`src/rtl/core/stable_counting_sorter_assert.svh`:
```
// Assertion macros for the stable counting sorter.
// Used by the top level only; expects a clock named clk and a reset named rst.
`ifndef STABLE_COUNTING_SORTER_ASSERT_SVH
`define STABLE_COUNTING_SORTER_ASSERT_SVH

// Consequent must hold in the same cycle as the antecedent.
`define SCS_ASSERT_NOW(label, ante, cons, msg) \
  label: assert property (@(posedge clk) disable iff (rst) (ante) |-> (cons)) \
    else $error(msg);

// Consequent must hold in the cycle after the antecedent.
`define SCS_ASSERT_NEXT(label, ante, cons, msg) \
  label: assert property (@(posedge clk) disable iff (rst) (ante) |=> (cons)) \
    else $error(msg);

`endif

```
`src/rtl/core/scs_pkg.sv`:
```
// Shared constants, state type and controller/datapath structs for the
// stable counting sorter. No dependencies.
package scs_pkg;

  // Sizing
  localparam int MAX_ITEMS = 64;
  localparam int KEY_BITS  = 8;
  localparam int NUM_BINS  = 1 << KEY_BITS;
  localparam int IDX_W     = (MAX_ITEMS > 1) ? $clog2(MAX_ITEMS) : 1;
  localparam int CNT_W     = $clog2(MAX_ITEMS + 1);

  // Stream field widths
  localparam int KEY_IN_W  = 8;
  localparam int VALUE_W   = 64;
  localparam int TDATA_W   = ((KEY_IN_W + VALUE_W + 7) / 8) * 8;
  localparam int REC_W     = KEY_BITS + VALUE_W;

  typedef enum logic [3:0] {
    ST_IDLE,
    ST_LOAD,
    ST_PFX_RD,
    ST_PFX_WR,
    ST_PL_REC,
    ST_PL_HIST,
    ST_PL_WR,
    ST_EM_RD,
    ST_EM_OUT
  } state_t;

  // Controller -> datapath
  typedef struct packed {
    logic ready;       // input slot open
    logic accept;      // input transaction this cycle
    logic load_item;   // store captured record, update histogram
    logic pfx_rd;      // read histogram bin k
    logic pfx_wr;      // write running sum to bin k
    logic pl_rec_rd;   // read record i-1
    logic pl_hist_rd;  // read histogram bin of that record's key
    logic pl_wr;       // place record, decrement bin
    logic em_rd;       // read sorted entry j
    logic out_load;    // load output register
    logic batch_clear; // reset batch state
  } cmd_t;

  // Datapath -> controller
  typedef struct packed {
    logic             last_item;
    logic             pfx_done;
    logic             pl_done;
    logic             em_last;
    logic             out_free;
    logic             place_nz;
    logic             overflow;
    logic [CNT_W-1:0] total;
  } status_t;

endpackage

```
`src/rtl/core/scs_ctrl.sv`:
```
// Sequencing state machine for the stable counting sorter.
// Depends on scs_pkg; drives cmd_t, reads status_t.
module scs_ctrl (
  input  logic             clk,
  input  logic             rst,
  input  logic             s_tvalid,
  input  scs_pkg::status_t st,
  output scs_pkg::cmd_t    cmd
);

  scs_pkg::state_t state;
  scs_pkg::state_t state_next;

  always_ff @(posedge clk) begin
    if (rst) begin
      state <= scs_pkg::ST_IDLE;
    end else begin
      state <= state_next;
    end
  end

  // Next state
  always_comb begin
    state_next = state;
    unique case (state)
      scs_pkg::ST_IDLE: begin
        if (s_tvalid) state_next = scs_pkg::ST_LOAD;
      end
      scs_pkg::ST_LOAD: begin
        state_next = st.last_item ? scs_pkg::ST_PFX_RD : scs_pkg::ST_IDLE;
      end
      scs_pkg::ST_PFX_RD:  state_next = scs_pkg::ST_PFX_WR;
      scs_pkg::ST_PFX_WR: begin
        state_next = st.pfx_done ? scs_pkg::ST_PL_REC : scs_pkg::ST_PFX_RD;
      end
      scs_pkg::ST_PL_REC:  state_next = scs_pkg::ST_PL_HIST;
      scs_pkg::ST_PL_HIST: state_next = scs_pkg::ST_PL_WR;
      scs_pkg::ST_PL_WR: begin
        state_next = st.pl_done ? scs_pkg::ST_EM_RD : scs_pkg::ST_PL_REC;
      end
      scs_pkg::ST_EM_RD:   state_next = scs_pkg::ST_EM_OUT;
      scs_pkg::ST_EM_OUT: begin
        if (st.out_free) begin
          state_next = st.em_last ? scs_pkg::ST_IDLE : scs_pkg::ST_EM_RD;
        end
      end
      default: state_next = scs_pkg::ST_IDLE;
    endcase
  end

  // Commands
  always_comb begin
    cmd             = '0;
    cmd.ready       = (state == scs_pkg::ST_IDLE);
    cmd.accept      = (state == scs_pkg::ST_IDLE) && s_tvalid;
    cmd.load_item   = (state == scs_pkg::ST_LOAD);
    cmd.pfx_rd      = (state == scs_pkg::ST_PFX_RD);
    cmd.pfx_wr      = (state == scs_pkg::ST_PFX_WR);
    cmd.pl_rec_rd   = (state == scs_pkg::ST_PL_REC);
    cmd.pl_hist_rd  = (state == scs_pkg::ST_PL_HIST);
    cmd.pl_wr       = (state == scs_pkg::ST_PL_WR);
    cmd.em_rd       = (state == scs_pkg::ST_EM_RD);
    cmd.out_load    = (state == scs_pkg::ST_EM_OUT) && st.out_free;
    cmd.batch_clear = cmd.out_load && st.em_last;
  end

endmodule

```
`config.mk`:
```
export PLATFORM = sky130hd
export DESIGN_NAME = scs_ctrl
export DESIGN_NICKNAME = d
export VERILOG_FILES = /design/src/rtl/core/stable_counting_sorter_assert.svh /design/src/rtl/core/scs_pkg.sv /design/src/rtl/core/scs_ctrl.sv
export SDC_FILE = /design/constraint.sdc
export NUM_CORES = 1
export LEC_CHECK = 0
export BUFFER_PORTS_ARGS = -buffer_cell sky130_fd_sc_hd__buf_2
export CORE_AREA = 2 2 39 41
export DETAILED_ROUTE_END_ITERATION = 10
export DIE_AREA = 0 0 41 43
export GPL_TIMING_DRIVEN = 1
export PLACE_DENSITY = 0.67
export SLEW_MARGIN = 5
export SYNTH_ARGS = -nofsm -noshare
export SYNTH_HDL_FRONTEND = slang
export SYNTH_SLANG_ARGS = --single-unit
export TNS_END_PERCENT = 100
```
`constraint.sdc`:
```
create_clock -name clk -period 1.9 [get_ports clk]
set_clock_uncertainty 0.2 [all_clocks]
set_input_delay 0.095 -clock clk [delete_from_list [all_inputs] [get_ports clk]]
set_output_delay 0.095 -clock clk [all_outputs]
set_load 0.005 [all_outputs]
```
## Word level (Yosys, flattened, before mapping)

Cells that the tools add are included.

- Divide/modulo/power cells: 0
- Shift-type cells: 0
- Mux-type cells: 7
- Eq/ne operators: 10
- Reduce and logical (&&, ||, !) cells: 5
- Add/sub/neg operators: 0
- Multiply operators: 0
- Bitwise logic cells: 0
- Magnitude comparators: 0

Operator list:

| kind | count |
|---|---|
| $pmux W4 S9 | 1 |
| $eq A4 B3 Y1 const B | 4 |
| $eq A4 B2 Y1 const B | 2 |
| $mux W4 | 2 |
| $mux W3 | 2 |
| $eq A4 B1 Y1 const B | 1 |
| $eq A4 B4 Y1 const B | 1 |
| $logic_not A4 Y1 | 1 |
| $mux W2 | 2 |
| $ne A2 B2 Y1 const B | 2 |
| $logic_and A1 B1 Y1 | 3 |
| $reduce_and A2 Y1 | 1 |

- RAM bits: 0
- Register bits after elaboration: 4
- Output and inout bits: 11
- Memories kept: 0
- Memory bits (read-only): 0
- Bits in latches: 0
- Logic and storage cells: 23
- Input bits: 17

## Logic depth before layout (Yosys ltp)

Gate-level depths: netlist (run 1).

- Depth after elaboration: 3
- Depth in mapped cells: 4
- Mapped depth without buffers: 3

## Least setup slack after synthesis (run 1)

Ideal clock, no wire load.

- Path type: register to register
- Start point: register state[1]
- End point: register state[1]
- Buffers on the path: 0
- Setup slack: 231 ps
- Clock period less this slack: 1,669 ps
- Data arrival time: 1,411 ps
- Stages on the path, launching flop included: 4
- Data required time: 1,642 ps
- Setup time: 58 ps
- Path through: dfxtp_1 > or4b_4 > a2111oi_4 > o221a_2

- Word-level cells in the longest chain between the ends: 3
- Elaborated cells between the ends (all ways): 13
- Classes of those cells: eq/ne: 10; mux: 1; reduce/logical: 2

RTL lines:

| what | RTL line | text |
|---|---|---|
| start: declaration | scs_ctrl.sv:11 | `scs_pkg::state_t state;` |
| start signal: assignment | scs_ctrl.sv:16 | `state <= scs_pkg::ST_IDLE;` |
| start signal: assignment | scs_ctrl.sv:18 | `state <= state_next;` |
| $eq A4 B4 Y1 or $logic_not A4 Y1 (tied branches) | scs_ctrl.sv:25 | `unique case (state)` |
| $ne A2 B2 Y1 (no line) | - |  |
| $reduce_and A2 Y1 (no line) | - |  |

Several ways; a longest one is shown, not always the timed one.
A chain may end at the register's enable or synchronous reset.

## Final worst setup path (run 1)

- Start point: register state[2]
- End point: register state[1]

The elaborated chain is that of the path after synthesis.

==> flow_summary.toml, run 1 <==
[status]
status = "finished clean"

[cells_and_area]
final_util = 0.415
reg.largest.list = "state: 4 flops"
drive_gt1_frac = 0.408
regMostFlops = "state"
largest_reg_flops = 4
syn_to_final_growth_pct = 45.3
layout.nets = 95
diodes = 0

[worst_hold_path]
min_path_cells = 3
hp-class = "primary input to flip-flop"

[floorplanning]
rows = 14
pin_count = 28
dieArea_sq_um = 1760
core_area_sq_um = 1380
initial_core_util = 0.286
die_h_um = 43
die-width_um = 41

[power]
pwr-share-seq = 0.339
p_int_w = 0.000192
p_sw_w = 0.0000759
vdd_ir_drop_max_v = 0.000496
clockPowerShare = 0.413
power_per_cell_area_nw_per_um2 = 466
combPwrFrac = 0.248
p_sw_frac = 0.284
cellLeakagePower_nw = 0.269

[logic_synthesis]
synth_edf_count = 0
syn_area_sq_um = 395
async_flop_share = 0
synthCells = 52
ys_seq_area_frac = 0.203
yosys.area.top_type = "dfxtp_1"
avgSynthCellArea_sq_um = 7.60
synth_nets = 69
yosysWarnings = 0
synth-seq-cells = 4
yosysMostFrequentCell = "inv_1"
ys.flop_type = "dfxtp_1"
synthTopCellsByCount = "inv_1 (5), dfxtp_1 (4), nand2_1 (4), nor3_1 (4), o21ai_0 (4)"
synth_area_leaders = "dfxtp_1 (20%), a2111oi_4 (7.0%), nor3_1 (5.1%)"
yosysUniqueCellTypes = 30
synth_top_area_frac = 0.203

[cts]
cts_buffers = 3
clock-root-buffer = "clkbuf_4"
clock_tree.buffer_depth = 2
clk-insertion-delay-late_ns = 0.24
cts_sinks = 4
clk_pin_slew_ns = 0.04
cts_setup_buffers = 0
h-tree-depth = 1
cts_tree = "done"

[timing]
setup_viol = 0
rsz0062_at_grt = "no"
post-route-period-util = 0.920
whs_ns = 0.0124
relSlewSlack = 0.731
setup_ws_ns = 0.152
hold_viol = 0
fin_crit_ns = 1.75
drv_slew = 0
max_freq_ghz = 0.572
fin_setup_tns_ns = 0
tightestPinTransition_ns = 0.393

[route]
avgRoutedWirePerCell_um = 11.6
viasPerCell = 5.34
drtPass1Iterations = 4
vias = 491
drt_iter0_markers = 5
wl_um = 1070
ant_nets = 0
drc = 0

[global_routing]
grt_use_total = 0.152
grt_start_max_net_pins = 15
grt_pass1_vias = 414
grt_pass1_wl_um = 1850
grt_remaining_overflow = 0
antenna_found_initial = 0

[setup_path]
slowest_stage = "or4b_4"
start_kind = "flip-flop"
cp_max_fo = 7
arrival_ns = 1.73
worstSetupPathType = "flip-flop to flip-flop"
critPathMaxStageDelay_ns = 0.56
required_ns = 1.88
endpoint_kind = "flip-flop"
r2r_cells = 3
r2r_slack_ns = 0.15
path_cells = "or4b_4, a2111oi_4, o221a_2"

[run]
maxCapViolations = 0

[placement]
place_ws_ns = 0.132
dpl.hpwl_um = 769
io_buffers = 18
gp_congestion = 0.812
## final timing paths
kind            start        to
max          state[2]  state[1]
min reg2reg  state[2]  state[3]
min            st[10]  state[2]
max reg2reg  state[2]  state[1]
## power groups by stage
stage / Combinational, W / Clock (W) / Sequential [W]
3_5_place_dp: 0.0000635 / 0 / 0.0000916
4_1_cts: 0.0000668 / 0.000111 / 0.0000903
5_1_grt: 0.0000749 / 0.000123 / 0.0000908
2_1_floorplan: 0.0000312 / 0 / 0.0000940
3_3_place_gp: 0.0000621 / 0 / 0.0000915
6_report: 0.0000664 / 0.000110 / 0.0000907
## cell families (layout without fill, tap and decap cells)
kind of cell | after synthesis | after routing | synth area share
AOI/OAI and AO/OA | 14 | 14 | 0.291
buffers and inverters | 9 | 33 | 0.0949
and+or+nand+nor | 24 | 24 | 0.386
DFF | 4 | 4 | 0.203
muxes | 1 | 1 | 0.0253
## placed cells by master, fill, tap and decap left out
| master | netlist | final |
|---|---|---|
| or3_1 | 1 | 1 |
| clkbuf_4 | 0 | 3 |
| dlygate4sd3_1 | 0 | 2 |
| or2b_1 | 2 | 2 |
| a2111oi_0 | 1 | 1 |
| o221a_2 | 1 | 1 |
| nor2_1 | 1 | 1 |
| dfxtp_2 | 0 | 1 |
| inv_1 | 5 | 5 |
| nand2b_1 | 1 | 1 |
| a21boi_0 | 1 | 1 |
| nor4b_2 | 0 | 1 |
| and4b_1 | 1 | 1 |
| buf_4 | 1 | 5 |
| and2_1 | 1 | 1 |
| nor4_1 | 2 | 2 |
| nor4b_1 | 2 | 1 |
| nor3_1 | 4 | 4 |
| a31oi_1 | 1 | 1 |
| nor2b_1 | 1 | 1 |
| nand3_1 | 1 | 1 |
| a221oi_1 | 1 | 1 |
| buf_2 | 0 | 18 |
| or4b_4 | 1 | 1 |
| a22oi_1 | 1 | 1 |
| mux2i_1 | 1 | 1 |
| o21ai_0 | 4 | 4 |
| and3_1 | 1 | 1 |
| a2111oi_4 | 1 | 1 |
| nand2_1 | 4 | 4 |
| dfxtp_1 | 4 | 3 |
| nand4b_1 | 1 | 1 |
| a21o_1 | 1 | 1 |
| a21oi_1 | 2 | 2 |
## per-layer routing
layer / wire length (um) / track usage / share of wire / vias to the layer above
li1: - / - / - / 243
met1: 480 / 0.199 / 0.45 / 224
met2: 495 / 0.222 / 0.46 / 24
met3: 90 / 0.0785 / 0.085 / 0
met4: 0 / 0.0200 / 0 / 0
met5: 0 / 0 / 0 / -
## area by class of cell
| class | instances | area (sq um) |
|---|---|---|
| clock buffer | 3 | 22.5 |
| fill | 151 | 810 |
| inverter | 5 | 18.8 |
| multi-input combinational | 39 | 284 |
| sequential | 4 | 81.3 |
| tap | 16 | 20.0 |
| timing repair buffer | 25 | 148 |
## repair_timing
item                                    4_1_cts  5_1_grt
endpoints found under the setup margin        0        3
endpoints found under the hold margin         4        0
resized for setup                             0        2
hold buffers                                  2        0
## critical path, delay by kind of cell (launching register included)
kind,cells,cell delay [ns]
compound gates,2,0.58
flops,1,0.35
simple gates,1,0.56
## through the flow
step | std cells | cell area (sq um) | total power, W
4_1_cts | 92 | 567 | 0.000268
3_3_place_gp | 87 | 524 | 0.000154
3_5_place_dp | 87 | 524 | 0.000155
5_1_grt | 92 | 574 | 0.000288
2_1_floorplan | 52 | 395 | 0.000125
6_report | 92 | 574 | 0.000268
Note: power is estimated with default switching activity, not from simulation.
==> run 2, diff against run 1 <==
Settings changed: ABC_AREA set to 1, PLACE_DENSITY 0.67 to 0.61.
==> flow_summary.toml, run 2 <==
[cells_and_area]
diodes = 0
layout.nets = 105
reg.largest.list = "state: 4 flops"
regMostFlops = "state"
final_common_cell = "buf_2"
drive_gt1_frac = 0.291
final_area_sq_um = 477
final_cell_mix = "buf_2 (18), inv_1 (16), nand2_1 (16), nor2_1 (13), dfxtp_1 (4)"
syn_to_final_growth_pct = 48.2
largest_reg_flops = 4
final_util = 0.344

[logic_synthesis]
syn_area_sq_um = 322
synth_mux_area_frac = 0
synth_top_area_frac = 0.249
async_flop_share = 0
synth-seq-cells = 4
ys.flop_type = "dfxtp_1"
synth-compound-area-share = 0.0700
synthXorXnorAreaFrac = 0
synthAdderAreaFrac = 0
synth-simple-area-share = 0.482
synth_top_family_by_area = "simple AND/OR/NAND/NOR gates"
synth_edf_count = 0
avgSynthCellArea_sq_um = 5.10
synth_area_leaders = "dfxtp_1 (25%), inv_1 (19%), nand2_1 (19%)"
synth_nets = 80
yosysWarnings = 0
ys_seq_area_frac = 0.249
yosys.area.top_type = "dfxtp_1"
yosysUniqueCellTypes = 12
synthCells = 63
synthTopCellsByCount = "inv_1 (16), nand2_1 (16), nor2_1 (14)"

[floorplanning]
core_area_sq_um = 1380
pin_count = 28
die-width_um = 41
initial_core_util = 0.232
dieArea_sq_um = 1760
die_h_um = 43
rows = 14

[route]
drt_iter0_markers = 5
ant_nets = 0
drc = 0
viasPerCell = 4.11
avgRoutedWirePerCell_um = 7.72
vias = 419
wl_um = 787
drtPass1Iterations = 2

[cts]
clk_pin_slew_ns = 0.04
cts_sinks = 4
cts_tree = "done"
h-tree-depth = 1
clock_tree.buffer_depth = 2
clk-insertion-delay-late_ns = 0.23
cts_buffers = 3
clock-root-buffer = "clkbuf_4"

[power]
vdd_ir_drop_max_v = 0.000241
cellLeakagePower_nw = 0.299
total_power_w = 0.000254
power_per_cell_area_nw_per_um2 = 532

[placement]
dpl.hpwl_um = 665
io_buffers = 18
placed_area_sq_um = 432
gp_congestion = 0.760

[timing]
setup_viol = 0
drv_slew = 0
hold_viol = 0
fin_crit_ns = 1.72
rsz0062_at_grt = "no"
whs_ns = 0.0470
max_freq_ghz = 0.582
relSlewSlack = 0.878
tightestPinTransition_ns = 0.183
post-route-period-util = 0.904
fin_setup_tns_ns = 0

[global_routing]
grt_pass1_vias = 373
grt_use_met2 = 0.169
top_usage_layer = "met2"
antenna_found_initial = 0
grt_start_max_net_pins = 6
grt_remaining_overflow = 0
grt_use_total = 0.107
use_met3 = 0.0314
grt_pass1_wl_um = 1300
grt_use_met1 = 0.119

[status]
status = "finished clean"

[worst_hold_path]
hp-class = "primary input to flip-flop"

[setup_path]
required_ns = 1.87
endpoint_kind = "flip-flop"
arrival_ns = 1.69
worstSetupPathType = "flip-flop to flip-flop"
cp_max_fo = 4
start_kind = "flip-flop"

[run]
maxCapViolations = 0
[run 2: cell count changes after synthesis, sizes merged, moves of 3 or more]
cell,change
clkbuf,-3
nor2,+14
nand2,+13
inv,+12
[run 2: metrics by stage]
stage / std cells / setup WS [ns]
detailed placement: 97 / 0.603
finish: 102 / 0.182
global placement: 97 / 0.605
floorplan: 63 / 0.713
global route: 102 / 0.0537
CTS: 102 / 0.143
[run 2: metal layers]
layer  vias up  part of all wire
met2         6              0.53
met3         0             0.037
li1        230                 -
met1       183              0.43
met5         -                 0
met4         0                 0
[run 2: logic make-up after synthesis]
group / Yosys count
buffers and inverters: 17
DFF: 4
AOI/OAI and AO/OA: 4
and+or+nand+nor: 38
[run 2: what timing repair did]
action,CTS,global route
hold buffers,2,0
setup endpoints to repair,0,1
setup buffers,0,0
gates resized for setup,0,1
endpoints found under the hold margin,4,0
[run 2: worst paths after layout]
check	start	endpoint	slack [ns]	depth (start not counted)
max	state[2]	state[3]	0.18	7
min	st[12]	state[2]	0.05	5
max reg2reg	state[2]	state[3]	0.18	7
min reg2reg	state[3]	state[0]	0.53	3
[run 2: layout make-up]
type / instances / area [sq um]
Fill cell: 162 / 907
Inverter: 17 / 63.8
Timing Repair Buffer: 20 / 110
Tap cell: 16 / 20.0
Multi-Input combinational cell: 42 / 180
Clock buffer: 3 / 22.5
Sequential cell: 4 / 80.1
[run 2: power breakdown]
| group | switching, W | internal (W) | total [W] |
|---|---|---|---|
| combinational | 0.0000336 | 0.0000251 | 0.0000587 |
| clock | 0.0000325 | 0.0000705 | 0.000103 |
| sequential | 0.00000356 | 0.0000885 | 0.0000921 |
| total | 0.0000697 | 0.000184 | 0.000254 |
[run 2: critical path: stages, from the launching register on]
cell           delay (ns)
dfxtp_1              0.32
inv_1                0.07
nor2_2               0.12
inv_1                0.09
nor2_1               0.13
inv_1                0.05
a21oi_1              0.11
dlygate4sd3_1        0.55
==> run 3, diff against run 2 <==
Settings changed: BUFFER_PORTS_ARGS -buffer_cell sky130_fd_sc_hd__buf_2 to -buffer_cell sky130_fd_sc_hd__buf_4, SLEW_MARGIN 5 to 20.
==> flow_summary.toml, run 3 (synthesis results as in run 2) <==
[route]
wl_um = 806
vias = 417
avgRoutedWirePerCell_um = 7.90
ant_nets = 0
viasPerCell = 4.09
drc = 0
drt_iter0_markers = 6
drtPass1Iterations = 4

[cells_and_area]
final_util = 0.375
diodes = 0
syn_to_final_growth_pct = 61.5
final_cell_mix = "buf_4 (18), inv_1 (16), nand2_1 (16), nor2_1 (14), dfxtp_1 (4)"
reg.largest.list = "state: 4 flops"
layout.nets = 105
drive_gt1_frac = 0.279
final_common_cell = "buf_4"
n_fill_cell = 168
regMostFlops = "state"
largest_reg_flops = 4

[floorplanning]
rows = 14
die-width_um = 41
pin_count = 28
core_area_sq_um = 1380
die_h_um = 43
initial_core_util = 0.232
dieArea_sq_um = 1760

[setup_path]
r2r-start = "state[1]"
r2r_slack_ns = 0.60
critPathMaxStageDelay_ns = 0.33
cp_top_family = "simple AND/OR/NAND/NOR gates"
r2r_cells = 7
path_cells = "inv_1, nand2_2, nor2_2, inv_1, nor3_1, buf_4"
start_kind = "flip-flop"
cp_max_fo = 5
slowest_stage = "dfxtp_1"
arrival_ns = 1.26
worstSetupPathType = "flip-flop to primary output"
path_buf_inv = 3
required_ns = 1.60
timing.rr.end = "state[0]"
cpMostUsedCell = "inv_1"
endpoint_kind = "primary output"

[timing]
max_freq_ghz = 0.642
post-route-period-util = 0.820
setup_viol = 0
relSlewSlack = 0.869
hold_viol = 0
rsz0062_at_grt = "no"
drv_slew = 0
fin_setup_tns_ns = 0
tightestPinTransition_ns = 0.195
fin_crit_ns = 1.56

[worst_hold_path]
whs_endpoint = "state[2]"
hold_start = "st[12]"
min_path_cells = 5
hp-class = "primary input to flip-flop"

[global_routing]
grt_start_max_net_pins = 6
grt_pass1_wl_um = 1270
antenna_found_initial = 0
grt_use_total = 0.107
grt_pass1_vias = 370
grt_remaining_overflow = 0

[power]
power_per_cell_area_nw_per_um2 = 511
total_power_w = 0.000265
cellLeakagePower_nw = 0.304
vdd_ir_drop_max_v = 0.000274

[placement]
dpl.hpwl_um = 673
gp_congestion = 0.741
io_buffers = 18

[run]
maxCapViolations = 0

[cts]
clock_tree.buffer_depth = 2
cts_sinks = 4
cts_buffers = 3
cts_setup_buffers = 0
clk-insertion-delay-late_ns = 0.23
clk_pin_slew_ns = 0.04
h-tree-depth = 1
cts_tree = "done"
clock-root-buffer = "clkbuf_4"

[status]
status = "finished clean"
-- run 3: cell counts in the layout (fill, tap and decap cells not counted) --
Identical to the previous run, type by type.
-- run 3: how the worst max path moves through the flow --
stage / endpoint / from / cells past startpoint / slack, ns
CTS: cmd[0] / state[0] / 6 / 0.34
finish: cmd[0] / state[1] / 6 / 0.34
global placement: state[0] / state[0] / 8 / 0.61
global route: cmd[0] / state[0] / 6 / 0.24
floorplan: state[0] / state[0] / 8 / 0.71
detailed placement: state[1] / state[0] / 9 / 0.62
-- run 3: per-layer routing --
metal  vias up  share of wire  GRT usage
li1        232              -          -
met3         0          0.048     0.0314
met2         6           0.52      0.156
met4         0              0     0.0800
met5         -              0          0
met1       179           0.43      0.123
-- run 3: layout make-up --
cell class | count | area (sq um) | area share
Tap cell | 16 | 20.0 | 0.0386
Sequential cell | 4 | 80.1 | 0.154
Clock buffer | 3 | 22.5 | 0.0434
Inverter | 17 | 63.8 | 0.123
Timing Repair Buffer | 20 | 155 | 0.299
Multi-Input combinational cell | 42 | 178 | 0.342
-- run 3: report_power, final --
part,switching [W],internal (W),leakage [nW]
logic,0.0000344,0.0000356,0.257
clock network,0.0000331,0.0000705,0.0138
registers,0.00000333,0.0000885,0.0325
-- run 3: metrics by stage --
step	hold slack, ns	area, sq um	worst slack, ns	cells
after floorplan	-0.0359	322	0.713	63
after global placement	0.0857	477	0.610	97
after detailed placement	0.0840	477	0.620	97
after CTS	0.0255	519	0.339	102
after global routing	0.0462	519	0.242	102
final	0.0311	519	0.342	102
-- run 3: timing repair --
item                      CTS  global route
hold buffers                2             0
gates resized for setup     0             0
hold endpoints to repair    4             0
-- run 3: worst reg2reg max path, delay by kind of cell (launching register included) --
family / cells / cell delay [ns]
AND/OR/NAND/NOR: 5 / 0.38
flip-flops: 1 / 0.37
AO/OA/AOI/OAI: 1 / 0.16
buffers and inverters: 1 / 0.08
